## src/sv/alc_pkg.sv

```systemverilog
// Package for the ambient light lux calculator: payload structs, segment codes,
// ratio limits and Q0.32 coefficients. No dependencies.
`default_nettype none
package alc_pkg;

  typedef struct packed {
    logic [15:0] broadband;
    logic [15:0] infrared;
  } alc_in_t;

  typedef struct packed {
    logic [26:0] lux_q16;
    logic [2:0]  segment;
  } alc_out_t;

  localparam logic [2:0] SEG_ZERO = 3'd0;
  localparam logic [2:0] SEG_ONE  = 3'd1;
  localparam logic [2:0] SEG_TWO  = 3'd2;
  localparam logic [2:0] SEG_THREE = 3'd3;
  localparam logic [2:0] SEG_FOUR = 3'd4;
  localparam logic [2:0] SEG_OVER = 3'd5;

  localparam int RatioW = 18;
  localparam logic [RatioW-1:0] RATIO_MAX = 18'h3FFFF;
  localparam logic [RatioW-1:0] LIM_050 = 18'd32768;
  localparam logic [RatioW-1:0] LIM_061 = 18'd39976;
  localparam logic [RatioW-1:0] LIM_080 = 18'd52428;
  localparam logic [RatioW-1:0] LIM_130 = 18'd85196;

  localparam logic [26:0] K_0304  = 27'd130567006;
  localparam logic [27:0] K_062   = 28'd266287972;
  localparam logic [26:0] K_0224  = 27'd96207267;
  localparam logic [27:0] K_031   = 28'd133143986;
  localparam logic [26:0] K_0128  = 27'd54975581;
  localparam logic [27:0] K_0153  = 28'd65713000;
  localparam logic [26:0] K_00146 = 27'd6270652;
  localparam logic [27:0] K_00112 = 28'd4810363;

  localparam logic [26:0] LUX_MAX = 27'h7FFFFFF;

endpackage
`default_nettype wire

```

## src/sv/alc_div.sv

```systemverilog
// Pipelined restoring divider: ratio = floor(infrared * 2^16 / broadband),
// one quotient bit per stage. Depends on alc_pkg.
`default_nettype none
module alc_div (
  input  wire logic            clk,
  input  wire logic            rst_n,
  input  wire logic            en,
  input  wire logic            in_valid,
  input  wire alc_pkg::alc_in_t in_data,
  output logic                 out_valid,
  output logic [17:0]          out_ratio,
  output alc_pkg::alc_in_t     out_data
);
  import alc_pkg::*;

  localparam int Steps = RatioW;

  logic           v_r   [0:Steps-1];
  logic [15:0]    rem_r [0:Steps-1];
  logic [RatioW-1:0] q_r [0:Steps-1];
  alc_in_t        pay_r [0:Steps-1];

  for (genvar j = 0; j < Steps; j++) begin : g_stage
    logic           v_in;
    logic [15:0]    rem_in;
    logic [RatioW-1:0] q_in;
    alc_in_t        pay_in;
    logic           nbit;
    logic [16:0]    sh;
    logic           ge;
    logic [15:0]    rem_nxt;
    logic [RatioW-1:0] q_nxt;

    // Pick stage input: ports for the first step, previous stage otherwise
    if (j == 0) begin : g_first
      assign v_in   = in_valid;
      assign rem_in = {2'b00, in_data.infrared[15:2]};
      assign q_in   = '0;
      assign pay_in = in_data;
    end else begin : g_next
      assign v_in   = v_r[j-1];
      assign rem_in = rem_r[j-1];
      assign q_in   = q_r[j-1];
      assign pay_in = pay_r[j-1];
    end

    // Numerator bit: infrared[1:0] feed the first two steps, zeros after
    if (j < 2) begin : g_nb
      assign nbit = pay_in.infrared[1-j];
    end else begin : g_nz
      assign nbit = 1'b0;
    end

    // Trial subtract and set one quotient bit
    always_comb begin
      sh      = {rem_in, nbit};
      ge      = (sh >= {1'b0, pay_in.broadband});
      rem_nxt = ge ? 16'(sh - {1'b0, pay_in.broadband}) : sh[15:0];
      q_nxt   = q_in;
      q_nxt[Steps-1-j] = ge;
    end

    always_ff @(posedge clk) begin
      if (!rst_n) begin
        v_r[j] <= 1'b0;
      end else if (en) begin
        v_r[j] <= v_in;
      end
    end

    always_ff @(posedge clk) begin
      if (en) begin
        rem_r[j] <= rem_nxt;
        q_r[j]   <= q_nxt;
        pay_r[j] <= pay_in;
      end
    end
  end

  assign out_valid = v_r[Steps-1];
  assign out_ratio = q_r[Steps-1];
  assign out_data  = pay_r[Steps-1];

endmodule
`default_nettype wire

```

## config.mk

```make
export PLATFORM = sky130hd
export DESIGN_NAME = alc_div
export DESIGN_NICKNAME = d
export VERILOG_FILES = /design/src/sv/alc_pkg.sv /design/src/sv/alc_div.sv
export SDC_FILE = /design/constraint.sdc
export NUM_CORES = 1
export LEC_CHECK = 0
export BUFFER_PORTS_ARGS = -buffer_cell sky130_fd_sc_hd__clkbuf_2
export CAP_MARGIN = 25
export CORE_MARGIN = 4
export CORE_UTILIZATION = 38
export DETAILED_ROUTE_END_ITERATION = 8
export PLACE_DENSITY_LB_ADDON = 0.25
export SETUP_SLACK_MARGIN = 0.05
export SLEW_MARGIN = 10
export SYNTH_ARGS = -nofsm -noshare
export SYNTH_HDL_FRONTEND = slang
export SYNTH_SLANG_ARGS = --single-unit
```

## constraint.sdc

```tcl
create_clock -name clk -period 2.65 [get_ports clk]
set_input_delay 0.265 -clock clk [delete_from_list [all_inputs] [get_ports clk]]
set_output_delay 0.265 -clock clk [all_outputs]
set_load 0.02 [all_outputs]
```

==> impl_metrics.ini, run 1 <==
[yosys]
yosys.area.top_type = edfxtp_1
synthCells = 3468
synth-compound-area-share_pct = 10.2
ys_warn_count = 0
synth_top_area_share_pct = 64.6
synth.area.top_cells = edfxtp_1 65%, ha_1 7.4%, inv_1 2.7%
synth_cell_types = 92
syn_avg_cell_area_um2 = 13.9
synthAdderAreaFrac_pct = 8.14
synth_top_family_by_area = compound AO/OA/AOI/OAI gates
synth_most_common_cell = edfxtp_1
synth.mux.area_fraction_pct = 3.92
ys_ff_latch = 1037
synthSimpleGateAreaFrac_pct = 6.55
ys.flop_type = edfxtp_1
seq_area_frac_synth_pct = 64.7
async_flop_share_pct = 0
synth_edf_count = 1036
synth_nets = 3807
synth_xor_area_share_pct = 3.28
synthTopCellsByCount = 1036 x edfxtp_1, 351 x inv_1, 286 x ha_1, 216 x a21oi_1, 180 x nor2_1
syn_area_um2 = 48100

[worst_hold_path]
whs_endpoint = rem_r[0][0]$_DFFE_PP_
hold_path_class = input pin to flop
hp-start = in_data[1]
min_path_cells = 4

[power]
p_total_uw = 68300
p_sw_share_pct = 32.0
clockPowerShare_pct = 20.7
leakage_uw = 0.0240
comb_power_share_pct = 43.9
irDropWorstVdd_v = 0.000622
powerDensity_nw_per_um2 = 1130
power.switching_uw = 21800
power.internal_uw = 46500
power_frac_seq_pct = 35.5

[final_layout]
drive_gt1_share_pct = 28.0
multi_input_area_um2 = 17200
fill_cells = 11000
syn_to_final_growth_pct = 25.3
fin_nets = 4493
seq_area_um2 = 31100
antenna_cells = 0

[routing]
drtAntennaViolNets = 0
wl_met2_um = 47300
met3WireLength_um = 3070
drc = 0
met1_length_um = 37100
top_layer = met5
wire_per_inst_um = 15.3
drt_iter0_drc = 1520
vias = 28800
via_per_inst = 4.88
wirelength_um = 90400
drtPass1Iterations = 6

[sta]
finClkSkew_ns = 0.0710
fin_ws_ns = -0.150
timing.hold.ws_ns = 0.129
period_needed_ns = 2.80
rsz0062_at_grt = true
clock.fmax_mhz = 357
finalHoldViolCount = 0
relSlewSlack_pct = 46.0
setup_violations = 73
finalCritPeriodShare_pct = 106
finalSetupTns_ns = -4.68
worstMarginPinSlew_ns = 0.810
final-max-slew-violation-count = 0

[die]
core-area_um2 = 126000
io_pins = 87
die_area_um2 = 132000
dieHeight_um = 364
die_x_um = 364
initial_core_util_pct = 38.3
core.rowCount = 130

[grt]
grtUsageTotal_pct = 13.5
grt_pass1_wl_um = 145000
grt_start_max_net_pins = 146
grt_remaining_overflow = 0
grt_pass1_vias = 29100
antenna_found_initial = 1

[clock_network]
worstSkewPairLatency_ns = 0.72
cts_tree = yes
cts_buffers = 110
clockRootBuffer = clkbuf_16
cts_sinks = 1037
clk_path_buf_depth = 3
clk_pin_slew_ns = 0.06
htreeDepth = 3

[worst_setup_path]
reg2reg_depth = 10
critPathKind = flop to flop
cp_top_family = compound AO/OA/AOI/OAI gates
critical-path-slowest-cell = edfxtp_1
crit_path_end_kind = flop
reg2reg_to = rem_r[7][14]$_DFFE_PP_
cp-start-kind = flop
slowest_delay_ns = 0.39
cp_cell_sequence = inv_2 -> ha_4 -> nor2b_4 -> o31a_1 -> nor4_4 -> o31ai_4 -> a221o_1 -> a21oi_2 -> xnor2_1 -> mux2_4
reg2reg_from = pay_r[6][18]$_DFFE_PP_
worstPathRequired_ns = 3.06
cp.buffers_inverters = 1
cp_max_fo = 3
r2r_setup_slack_ns = -0.15
cp.arrival_ns = 3.21

[placed_design]
port_buffers = 86
preCtsSetupSlack_ns = -0.280
gp_congestion = 0.847
dp_hpwl_um = 62500

[run_status]
violations = setup timing
status = finished, violations left

[run]
max_cap_violations = 0
[cell families after synthesis]
family,Yosys count
muxes,162
and+or+nand+nor,639
xor gates and xnor gates,180
DFF,1037
adders and majority gates,303
buffers and inverters,393
AOI/OAI and AO/OA,754
[what timing repair did]
item / in CTS / in global routing
setup endpoints to repair: 199 / 265
gates resized for setup: 194 / 261
endpoints found under the hold margin: 74 / 0
pin swaps: 87 / 133
gates cloned: 3 / 5
buffers inserted: 63 / 38
hold buffers: 35 / 0
[layout by cell type, fill, tap and decap left out, types with 34 or more instances in the layout]
master         synthesis  routed
edfxtp_1            1036    1036
buf_4                  2     415
inv_1                351     324
ha_1                 286     245
a21oi_1              216     171
nor2_1               180     167
nand2_1              152     152
clkbuf_16              0     115
o21ai_0              167     112
xnor2_1              115     112
mux2_2               116      98
clkbuf_2               0      85
a21o_1                85      83
xor2_1                65      65
o21a_1                59      59
mux2_4                22      48
a21oi_2                9      47
o21ai_1                5      42
nand3_1               44      38
ha_4                   0      38
nand4_1               37      37
nor3_1                37      36
dlygate4sd3_1          0      35
buf_6                  5      34
[state kept, by name (all words and copies together), names as in the netlist]
register,cells
q_r,171
rem_r,272
pay_r,576
v_r,18
[final cells by class]
cell class / instances / area share (%)
Clock buffer: 131 / 4.69
Clock inverter: 72 / 0.884
Multi-Input combinational cell: 2038 / 28.6
Sequential cell: 1037 / 51.6
Inverter: 351 / 2.20
Timing Repair Buffer: 616 / 8.62
Tap cell: 1650 / 3.42
[power groups by stage]
stage | Sequential (uW) | Combinational (uW) | Clock (uW)
floorplan | 23800 | 17100 | 0
global placement | 24400 | 24800 | 0
detailed placement | 24400 | 25100 | 0
CTS | 24200 | 28000 | 14700
global route | 24500 | 32900 | 15500
finish | 24200 | 29900 | 14100
[per-layer routing]
metal  vias to the layer above  global-route usage [%]
li1                      14400                       -
met2                       447                    24.7
met3                       192                    2.24
met5                         -                       0
met4                         2                    5.61
met1                     13800                    15.6
[worst max path at each step]
stage                                  end                 startpoint  slack [ns]  depth (start not counted)
floorplan           rem_r[6][10]$_DFFE_PP_     pay_r[5][17]$_DFFE_PP_       -0.06                         11
global placement    rem_r[15][7]$_DFFE_PP_    pay_r[14][17]$_DFFE_PP_       -0.25                         10
detailed placement  rem_r[15][7]$_DFFE_PP_    pay_r[14][17]$_DFFE_PP_       -0.28                         10
CTS                 rem_r[9][12]$_DFFE_PP_  rem_r[8][0]$_SDFFCE_PN0P_       -0.19                          9
global route        rem_r[7][14]$_DFFE_PP_  rem_r[6][0]$_SDFFCE_PN0P_       -0.29                         10
finish              rem_r[7][14]$_DFFE_PP_     pay_r[6][18]$_DFFE_PP_       -0.15                         10
[tightest hold or removal path: stages]
cell	delay [ns]
clkbuf_2	0.09
inv_1	0.07
ha_2	0.19
a21oi_1	0.06
[stage by stage]
step | cells | util [%] | cell area (um^2)
3_5_place_dp | 5563 | 42.8 | 53900
4_1_cts | 5864 | 46.9 | 59000
6_report | 5895 | 48.0 | 60300
3_3_place_gp | 5563 | 42.8 | 53900
5_1_grt | 5895 | 48.0 | 60300
2_1_floorplan | 3468 | - | 48200
Power figures use the tool's default switching activity.
==> run 2, diff against run 1 <==
--- a/config.mk
+++ b/config.mk
@@ -5,6 +5,7 @@
 export SDC_FILE = /design/constraint.sdc
 export NUM_CORES = 1
 export LEC_CHECK = 0
+export ABC_AREA = 1
 export BUFFER_PORTS_ARGS = -buffer_cell sky130_fd_sc_hd__clkbuf_2
 export CAP_MARGIN = 25
 export CORE_MARGIN = 4
==> run 2 against run 1 <==
Net effect: the flow now finishes without violations; via count rose by 23%; cell area down 0.56%; sequential power about the same; clock power grew 12%; critical path depth grew 1; non-clock buffer count decreased by 455; largest power group is now sequential cells.
==> impl_metrics.ini, run 2 <==
[run_status]
status = completed

[worst_setup_path]
path_common_cell = nand2_1
slowest_delay_ns = 0.41
cp_cell_sequence = inv_1 -> ha_1 -> nand2_1 -> inv_2 -> nand3_1 -> nor3_1 -> nor2_1 -> nand2_4 -> inv_2 -> nand2_1 -> nand2_1
critPathKind = flop to flop
crit_path_end_kind = flop
cp-start-kind = flop
reg2reg_depth = 11
critical-path-slowest-cell = edfxtp_1
worstPathRequired_ns = 3.13
cp.arrival_ns = 2.86
cp_max_fo = 15

[clock_network]
cts_sinks = 1037
htreeDepth = 3
clk_pin_slew_ns = 0.06
cts_tree = yes
worstSkewPairLatency_ns = 0.74
cts_buffers = 113
clk_path_buf_depth = 3
clockRootBuffer = clkbuf_16

[final_layout]
syn_to_final_growth_pct = 13.3
final_common_cell = nand2_1
fin_nets = 6104
utilization_pct = 43.5
largest_reg_flops = 576
reg.largest.list = pay_r: 576 flops, rem_r: 272 flops, q_r: 171 flops
fill_cells = 13100
largest_register = pay_r
drive_gt1_share_pct = 6.38
final_cell_mix = 2041 x nand2_1, 1036 x edfxtp_1, 980 x inv_1

[power]
comb_power_share_pct = 36.6
power.internal_uw = 39200
p_sw_share_pct = 37.4
powerDensity_nw_per_um2 = 1040
power_frac_seq_pct = 38.2
irDropWorstVdd_v = 0.000567
p_total_uw = 62700
clockPowerShare_pct = 25.2
power.switching_uw = 23400
leakage_uw = 0.0279

[die]
core.rowCount = 136
io_pins = 87
initial_core_util_pct = 38.4
die_area_um2 = 145000
die_x_um = 381
core-area_um2 = 138000
dieHeight_um = 381

[yosys]
async_flop_share_pct = 0
seq_area_frac_synth_pct = 58.8
ys_ff_latch = 1037
synth_most_common_cell = nand2_1
syn_area_um2 = 52900
synth.area.top_cells = edfxtp_1 59%, nand2_1 14%, inv_1 6.9%
synth_cell_types = 41
syn_avg_cell_area_um2 = 9.56
synthCells = 5540
synthTopCellsByCount = 2041 x nand2_1, 1036 x edfxtp_1, 980 x inv_1, 286 x ha_1, 281 x nand3_1
ys.flop_type = edfxtp_1
yosys.area.top_type = edfxtp_1
ys_warn_count = 0
synth_top_area_share_pct = 58.8
synth_nets = 5879
synth_edf_count = 1036

[sta]
final-max-slew-violation-count = 0
clock.fmax_mhz = 419
finalHoldViolCount = 0
rsz0062_at_grt = false
finalSetupTns_ns = 0
setup_violations = 0
worstMarginPinSlew_ns = 0.747
finalCritPeriodShare_pct = 90.0
finClkSkew_ns = 0.0565
relSlewSlack_pct = 50.1
period_needed_ns = 2.39

[placed_design]
dp_hpwl_um = 84900
port_buffers = 86
gp_congestion = 0.857

[routing]
drtPass1Iterations = 6
vias = 35300
via_per_inst = 4.57
drt_iter0_drc = 2776
drc = 0
wirelength_um = 113000
wire_per_inst_um = 14.7
drtAntennaViolNets = 0

[grt]
grt_pass1_wl_um = 183000
grt_start_max_net_pins = 130
antenna_found_initial = 4
grtUsageTotal_pct = 15.6
grt_pass1_vias = 33800
grt_remaining_overflow = 0

[run]
max_cap_violations = 0

[worst_hold_path]
hold_path_class = input pin to flop
min_path_cells = 2
-- run 2: cell count changes in the layout (fill, tap and decap cells not counted), sizes merged, moves of 62 or more --
cell	previous run	this run
a21o	85	0
nand3b	6	68
inv	354	1017
o21ai	179	29
nand3	44	288
xnor2	115	39
a21oi	225	159
buf	491	41
nand2	155	2060
mux2	146	0
-- run 2: critical path: cells and delay by family, from the launching register on --
family                     cells  cell delay (ns)
and+or+nand+nor                7             1.01
DFF                            1             0.41
adders and majority gates      1             0.36
buffers and inverters          3             0.34
-- run 2: kinds of logic (layout without fill, tap and decap cells) --
| kind of cell | after synthesis | in the layout | synth area share (%) |
|---|---|---|---|
| AOI/OAI and AO/OA | 193 | 193 | 1.89 |
| xor gates and xnor gates | 118 | 118 | 1.95 |
| buffers and inverters | 1063 | 1388 | 7.74 |
| other | 0 | 1 | 0 |
| DFF | 1037 | 1037 | 58.8 |
| and+or+nand+nor | 2826 | 2826 | 22.2 |
| adders and majority gates | 303 | 303 | 7.40 |
-- run 2: power by group through the flow --
stage | logic, uW | clock network [uW] | registers (uW)
3_3_place_gp | 22500 | 0 | 24300
5_1_grt | 26500 | 17100 | 24200
4_1_cts | 22900 | 16400 | 24000
3_5_place_dp | 22700 | 0 | 24300
6_report | 22900 | 15800 | 24000
2_1_floorplan | 17200 | 0 | 23500
-- run 2: cell type report --
| class | instances | area (um^2) | area share (%) |
|---|---|---|---|
| Multi-Input combinational cell | 3440 | 17700 | 29.5 |
| Inverter | 1012 | 3800 | 6.33 |
| Clock buffer | 130 | 2910 | 4.86 |
| Timing Repair Buffer | 161 | 1220 | 2.03 |
| Sequential cell | 1037 | 31100 | 51.9 |
| Tap cell | 1863 | 2330 | 3.89 |
| Antenna cell | 1 | 2.50 | 0.00417 |
| Clock inverter | 85 | 878 | 1.46 |
-- run 2: final timing paths --
check / slack, ns / startpoint / to
worst max-delay path: 0.26 / pay_r[12][28]$_DFFE_PP_ / rem_r[13][5]$_DFFE_PP_
worst min-delay path: 0.26 / in_data[1] / pay_r[0][1]$_DFFE_PP_
worst max register to register: 0.26 / pay_r[12][28]$_DFFE_PP_ / rem_r[13][5]$_DFFE_PP_
worst min register to register: 0.39 / pay_r[15][15]$_DFFE_PP_ / pay_r[16][15]$_DFFE_PP_
-- run 2: timing repair --
action	4_1_cts	5_1_grt
setup buffers	0	0
hold endpoints to repair	58	0
hold buffers	35	0
endpoints found under the setup margin	0	16
resized for setup	0	2
-- run 2: layer usage --
metal / vias to the layer above / global-route usage [%] / wire length, um
met5: - / 0 / 0
met4: 0 / 4.34 / 2430
met3: 137 / 2.44 / 5460
met2: 627 / 24.7 / 51100
met1: 16100 / 22.2 / 54500
li1: 18400 / - / -
-- run 2: stage by stage --
stage | area (um^2) | hold WS (ns) | std cells | setup WS [ns]
floorplan | 52900 | 0.364 | 5540 | 0.653
global placement | 55800 | 0.400 | 7478 | 0.116
detailed placement | 55800 | 0.405 | 7478 | 0.158
CTS | 60000 | 0.181 | 7728 | 0.143
global route | 60000 | 0.217 | 7728 | 0.0787
finish | 60000 | 0.264 | 7729 | 0.265
